`src/hdl/phga_pkg.sv`:
```
`timescale 1ns / 1ps
// ----------------------------------------------------------------------------
// phga_pkg
// Shared types, constants and the sine table of the polar hit grid accumulator.
// ----------------------------------------------------------------------------
package phga_pkg;

  localparam int MaxSideDef   = 128;
  localparam int CountBitsDef = 16;
  localparam int HalfTurn     = 180;
  localparam int FullTurn     = 2 * HalfTurn;
  localparam int QuarterTurn  = HalfTurn / 2;
  localparam int DivSteps     = 16;
  localparam int OffW         = 18;
  localparam int HitLow       = -512;
  localparam int HitHigh      = 639;

  localparam logic CfgCellSize = 1'b0;
  localparam logic CfgGridSide = 1'b1;

  localparam logic [15:0] QuarterSine [91] = '{
    16'd0, 16'd572, 16'd1144, 16'd1715, 16'd2286, 16'd2856, 16'd3425, 16'd3993,
    16'd4560, 16'd5126, 16'd5690, 16'd6252, 16'd6813, 16'd7371, 16'd7927,
    16'd8481, 16'd9032, 16'd9580, 16'd10126, 16'd10668, 16'd11207, 16'd11743,
    16'd12275, 16'd12803, 16'd13328, 16'd13848, 16'd14365, 16'd14876, 16'd15384,
    16'd15886, 16'd16384, 16'd16877, 16'd17364, 16'd17847, 16'd18324, 16'd18795,
    16'd19261, 16'd19720, 16'd20174, 16'd20622, 16'd21063, 16'd21498, 16'd21926,
    16'd22348, 16'd22763, 16'd23170, 16'd23571, 16'd23965, 16'd24351, 16'd24730,
    16'd25102, 16'd25466, 16'd25822, 16'd26170, 16'd26510, 16'd26842, 16'd27166,
    16'd27482, 16'd27789, 16'd28088, 16'd28378, 16'd28660, 16'd28932, 16'd29197,
    16'd29452, 16'd29698, 16'd29935, 16'd30163, 16'd30382, 16'd30592, 16'd30792,
    16'd30983, 16'd31164, 16'd31337, 16'd31499, 16'd31651, 16'd31795, 16'd31928,
    16'd32052, 16'd32166, 16'd32270, 16'd32365, 16'd32449, 16'd32524, 16'd32588,
    16'd32643, 16'd32688, 16'd32723, 16'd32748, 16'd32763, 16'd32768
  };

  typedef struct packed {
    logic        neg;
    logic [15:0] mag;
  } trig_t;

  typedef enum logic [3:0] {
    ST_CLEAR, ST_IDLE, ST_MULT, ST_DINIT, ST_DIV, ST_ADD, ST_INDEX, ST_READ,
    ST_UPDATE, ST_DONE
  } state_e;

  typedef struct packed {
    logic load;
    logic mult;
    logic div_init;
    logic div_step;
    logic add;
    logic index;
    logic read;
    logic update;
    logic out_load;
    logic clear;
  } cmd_t;

  typedef struct packed {
    logic div_last;
    logic hit_in;
    logic clear_last;
    logic out_full;
  } status_t;

  // sine magnitude and sign of an angle in 0..359
  function automatic trig_t sine_lookup(input logic [8:0] d);
    trig_t r;
    logic [8:0] k;
    k = 9'd0;
    r.neg = 1'b0;
    if (d <= 9'(QuarterTurn)) begin
      k = d;
    end else if (d <= 9'(HalfTurn)) begin
      k = 9'(HalfTurn) - d;
    end else if (d <= 9'(HalfTurn + QuarterTurn)) begin
      k = d - 9'(HalfTurn);
      r.neg = 1'b1;
    end else begin
      k = 9'(FullTurn) - d;
      r.neg = 1'b1;
    end
    r.mag = QuarterSine[k[6:0]];
    return r;
  endfunction

endpackage

```
`src/hdl/phga_ctrl.sv`:
```
`timescale 1ns / 1ps
// ----------------------------------------------------------------------------
// phga_ctrl
// Sequencer: clearing pass, multiply, serial divide, grid update, output.
// ----------------------------------------------------------------------------
module phga_ctrl (
  input  logic               clk_i,
  input  logic               rst_ni,
  input  logic               in_valid_i,
  output logic               in_stall_o,
  input  phga_pkg::status_t  status_i,
  output phga_pkg::cmd_t     cmd_o
);

  phga_pkg::state_e state_q, state_d;

  always_ff @(posedge clk_i or negedge rst_ni) begin
    if (!rst_ni) begin
      state_q <= phga_pkg::ST_CLEAR;
    end else begin
      state_q <= state_d;
    end
  end

  always_comb begin
    state_d = state_q;
    cmd_o   = '0;
    unique case (state_q)
      phga_pkg::ST_CLEAR: begin
        cmd_o.clear = 1'b1;
        if (status_i.clear_last) state_d = phga_pkg::ST_IDLE;
      end
      phga_pkg::ST_IDLE: begin
        if (in_valid_i) begin
          cmd_o.load = 1'b1;
          state_d    = phga_pkg::ST_MULT;
        end
      end
      phga_pkg::ST_MULT: begin
        cmd_o.mult = 1'b1;
        state_d    = phga_pkg::ST_DINIT;
      end
      phga_pkg::ST_DINIT: begin
        cmd_o.div_init = 1'b1;
        state_d        = phga_pkg::ST_DIV;
      end
      phga_pkg::ST_DIV: begin
        cmd_o.div_step = 1'b1;
        if (status_i.div_last) state_d = phga_pkg::ST_ADD;
      end
      phga_pkg::ST_ADD: begin
        cmd_o.add = 1'b1;
        state_d   = phga_pkg::ST_INDEX;
      end
      phga_pkg::ST_INDEX: begin
        // outside cells skip the store
        cmd_o.index = 1'b1;
        state_d     = status_i.hit_in ? phga_pkg::ST_READ : phga_pkg::ST_DONE;
      end
      phga_pkg::ST_READ: begin
        cmd_o.read = 1'b1;
        state_d    = phga_pkg::ST_UPDATE;
      end
      phga_pkg::ST_UPDATE: begin
        cmd_o.update = 1'b1;
        state_d      = phga_pkg::ST_DONE;
      end
      phga_pkg::ST_DONE: begin
        if (!status_i.out_full) begin
          cmd_o.out_load = 1'b1;
          state_d        = phga_pkg::ST_IDLE;
        end
      end
      default: state_d = phga_pkg::ST_IDLE;
    endcase
  end

  assign in_stall_o = (state_q != phga_pkg::ST_IDLE);

endmodule

```
`config.mk`:
```
export PLATFORM = sky130hd
export DESIGN_NAME = phga_ctrl
export DESIGN_NICKNAME = d
export VERILOG_FILES = /design/src/hdl/phga_pkg.sv /design/src/hdl/phga_ctrl.sv
export SDC_FILE = /design/constraint.sdc
export NUM_CORES = 1
export LEC_CHECK = 0
export BUFFER_PORTS_ARGS = -buffer_cell sky130_fd_sc_hd__buf_2
export CAP_MARGIN = 20
export CELL_PAD_IN_SITES_DETAIL_PLACEMENT = 0
export CELL_PAD_IN_SITES_GLOBAL_PLACEMENT = 1
export CORE_AREA = 2 2 39 41
export DETAILED_ROUTE_END_ITERATION = 10
export DIE_AREA = 0 0 41 43
export PLACE_DENSITY = 0.64
export SLEW_MARGIN = 0
export SYNTH_ARGS = -nofsm -noshare
export SYNTH_HDL_FRONTEND = slang
export SYNTH_SLANG_ARGS = --single-unit
```
`constraint.sdc`:
```
create_clock -name clk_i -period 1.62 [get_ports clk_i]
set_input_delay 0.324 -clock clk_i [delete_from_list [all_inputs] [get_ports clk_i]]
set_output_delay 0.324 -clock clk_i [all_outputs]
set_load 0.05 [all_outputs]
```
==> run_results.csv <==
group,metric,value,unit
logic_synthesis,main_synth_ff_type,"dfrtp_1",
worst_setup_path,critical_path.reg2reg.endpoint,"state_q[0]",
placed_design,port_buffers,17,
logic_synthesis,synth-xor-area-share,0,%
clock_network,cts-htree-levels,1,
global_route,pin_count_of_the_biggest_net_entering_global_routing,10,
worst_setup_path,timing.critical_path.arrival,1.33,ns
drt,wl_per_cell,11.9,um
run_status,status,"complete, but fails checks",
timing,layout_worst_path_cycle_share,102,%
min_path,worstHoldEndpoint,"state_q[2]",
timing,timing.slew.headroom,83.4,%
layout,drive_gt1_share,68.7,%
global_route,via_count_of_the_first_global_routing_pass,360,
power_and_ir_drop,power.static_leakage,0.281,nW
worst_setup_path,endpoint_kind,"output port",
logic_synthesis,asyncSetResetFlopFracSynth,100,%
logic_synthesis,synthAdderAreaFrac,0,%
clock_network,cts_max_path_buffers,2,
min_path,hold_path_depth,3,
logic_synthesis,number_of_register_bits_inferred_by_synthesis,4,
worst_setup_path,path_class,"register to output port",
drt,route.final.wire_length,989,um
floorplanning,die_h,43,um
drt,detail_route.first_pass.iterations,4,
drt,drc_violations,0,
logic_synthesis,post_synthesis_cell_type_count,21,
layout,antenna_cells,0,
floorplanning,die_w,41,um
worst_setup_path,worstSetupStartpointType,"register",
logic_synthesis,yosysTopAreaCell,"dfrtp_1",
clock_network,clkTransAtPathRegs,0.04,ns
min_path,min-delay-path-class,"primary input to register",
worst_setup_path,worst-r2r-setup-slack,0.39,ns
drt,drtAntennaViolNets,0,
layout,flip_flop_count_of_the_largest_register_after_layout,4,
timing,hold_viol,0,
floorplanning,placementRows,14,
logic_synthesis,synthCells,40,
timing,achievable-frequency,0.606,GHz
logic_synthesis,mappedNetlistNets,47,
drt,routed-via-count,383,
clock_network,numClockSinks,4,
timing,fin_skew,0.00338,ns
drt,vias_per_cell,4.61,
clock_network,clk_latency,0.23,ns
power_and_ir_drop,total_power,1.52,mW
floorplanning,core_area,1380,sq um
worst_setup_path,worst-path-max-fanout,8,
layout,fin_util,44.5,%
clock_network,cts_tree,"built",
layout,largest-register,"state_q",
global_route,grt_antenna_before_repair,0,
clock_network,clk_root_buffer_cell,"clkbuf_4",
timing,finalWorstPathRequiredPeriod,1.65,ns
logic_synthesis,synth_seq_area_share,28.8,%
flow_run,max_cap_viol_count,0,
timing,finalSetupTns,-0.0294,ns
logic_synthesis,synth_top_area_share,28.8,%
power_and_ir_drop,power_density,2460,nW/um^2
timing,transition_time_at_the_pin_with_the_least_slew_margin,0.249,ns
layout,syn2layout_area_growth,77.0,%
logic_synthesis,synth.cells.most_frequent,"nor2_1 (5), nor3_1 (5), dfrtp_1 (4), nor2b_1 (4)",
placed_design,place.detailed.instances,75,
placed_design,place_hpwl,685,um
logic_synthesis,synth_top_family_by_area,"simple AND/OR/NAND/NOR gates",
global_route,overflow,0,
logic_synthesis,multiplexer_fraction_of_the_synthesized_cell_area,0,%
logic_synthesis,count_of_flip_flops_with_a_built_in_enable_after_synthesis,0,
floorplanning,starting_density,25.1,%
worst_setup_path,r2r_cells,4,
global_route,first_pass_grt_wire_length,1460,um
layout,nets,76,
logic_synthesis,synth-compound-area-share,21.6,%
power_and_ir_drop,vdd_ir_drop_max,1.14,mV
timing,setup_viol_count_final,1,
floorplanning,full_die_area,1760,sq um
layout,largest_registers,"state_q: 4 flops",
timing,worst_slack,-0.0294,ns
logic_synthesis,post_synth_instance_area,348,sq um
clock_network,cts_buffers,3,
global_route,global_route.usage.total,12.1,%
logic_synthesis,netlist_top_cells_area,"dfrtp_1 (29%), a2111oi_4 (7.9%), nor2b_1 (7.2%)",
timing,final-max-slew-violation-count,0,
run_status,failed_checks,"negative setup slack",
layout,final_cells,83,
floorplanning,ioPinCount,18,
worst_setup_path,regToRegStartpoint,"state_q[1]",
timing,grt_setup_unrepaired,"yes",
placed_design,gpl.final_weighted_congestion,0.712,
drt,drt_first_iter_violations,8,
min_path,worstHoldStart,"status_i[2]",
logic_synthesis,ys_warn_count,0,
logic_synthesis,post_synthesis_share_of_cell_area_spent_on_and_or_nand_and_nor_gates,41.7,%
logic_synthesis,syn_area_per_cell,8.70,sq um
worst_setup_path,timing.critical_path.required,1.30,ns
[per-layer routing]
| layer | global-route usage (%) | share of wire, % | up-vias |
|---|---|---|---|
| met5 | 0 | 0 | - |
| met4 | 10.0 | 0 | 0 |
| met3 | 0.524 | 5.2 | 0 |
| met2 | 16.3 | 51 | 10 |
| met1 | 17.0 | 43 | 175 |
| li1 | - | - | 198 |
[cell usage in the layout (no fill, tap or decap)]
cell type,count
buf_4,17
nand4b_1,1
a311oi_1,1
dlygate4sd3_1,1
nand2b_1,1
nor2_2,2
nor2_1,3
o31a_1,1
nor3_2,4
a21oi_1,1
o22ai_1,1
nand2_1,2
and3_1,1
or2b_1,1
nor4_2,1
o31ai_1,1
buf_6,3
nand2b_4,2
nor2b_1,4
nor3_1,1
dfrtp_2,4
a2111oi_4,1
buf_2,7
nand2b_2,1
o21bai_2,1
and2b_1,1
clkbuf_4,3
[area by class of cell]
class / instances / area (sq um)
fill: 135 / 768
tap: 16 / 20.0
multi-input combinational: 32 / 262
timing repair buffer: 28 / 206
clock buffer: 3 / 22.5
sequential: 4 / 105
[worst max-delay path, cell delays in order, from the launching register on]
cell     delay (ns)
dfrtp_2        0.45
or2b_1         0.29
nor3_2         0.17
buf_6          0.19
[worst max-delay path by stage]
stage	start	to	slack [ns]	cells after the start
2_1_floorplan	state_q[2]	cmd_o[7]	-0.35	2
6_report	state_q[1]	cmd_o[1]	-0.03	3
3_5_place_dp	state_q[1]	cmd_o[1]	0.13	3
3_3_place_gp	state_q[3]	cmd_o[0]	0.15	3
5_1_grt	state_q[1]	cmd_o[1]	-0.09	3
4_1_cts	state_q[3]	cmd_o[0]	-0.008	3
[logic make-up after synthesis]
logic type / after synthesis
compound gates: 7
buf+inv: 4
simple gates: 25
flops: 4
[repair_timing]
action	CTS	global route
buffers inserted	1	3
hold buffers	1	0
resized for setup	16	8
cloned	0	0
endpoints found under the setup margin	11	8
endpoints found under the hold margin	4	0
[where the power goes]
part           switching, mW  internal, mW
Clock                 0.0388        0.0827
Sequential            0.0885         0.161
Combinational          0.665         0.480
[per-stage QoR]
stage               setup slack (ns)  hold slack (ns)  area [sq um]
floorplan                     -0.351           0.0284           369
global placement               0.145            0.133           492
detailed placement             0.132            0.134           492
CTS                         -0.00803            0.407           569
global route                 -0.0900            0.412           616
finish                       -0.0294            0.411           616
Note: power is estimated with default switching activity, not from simulation.
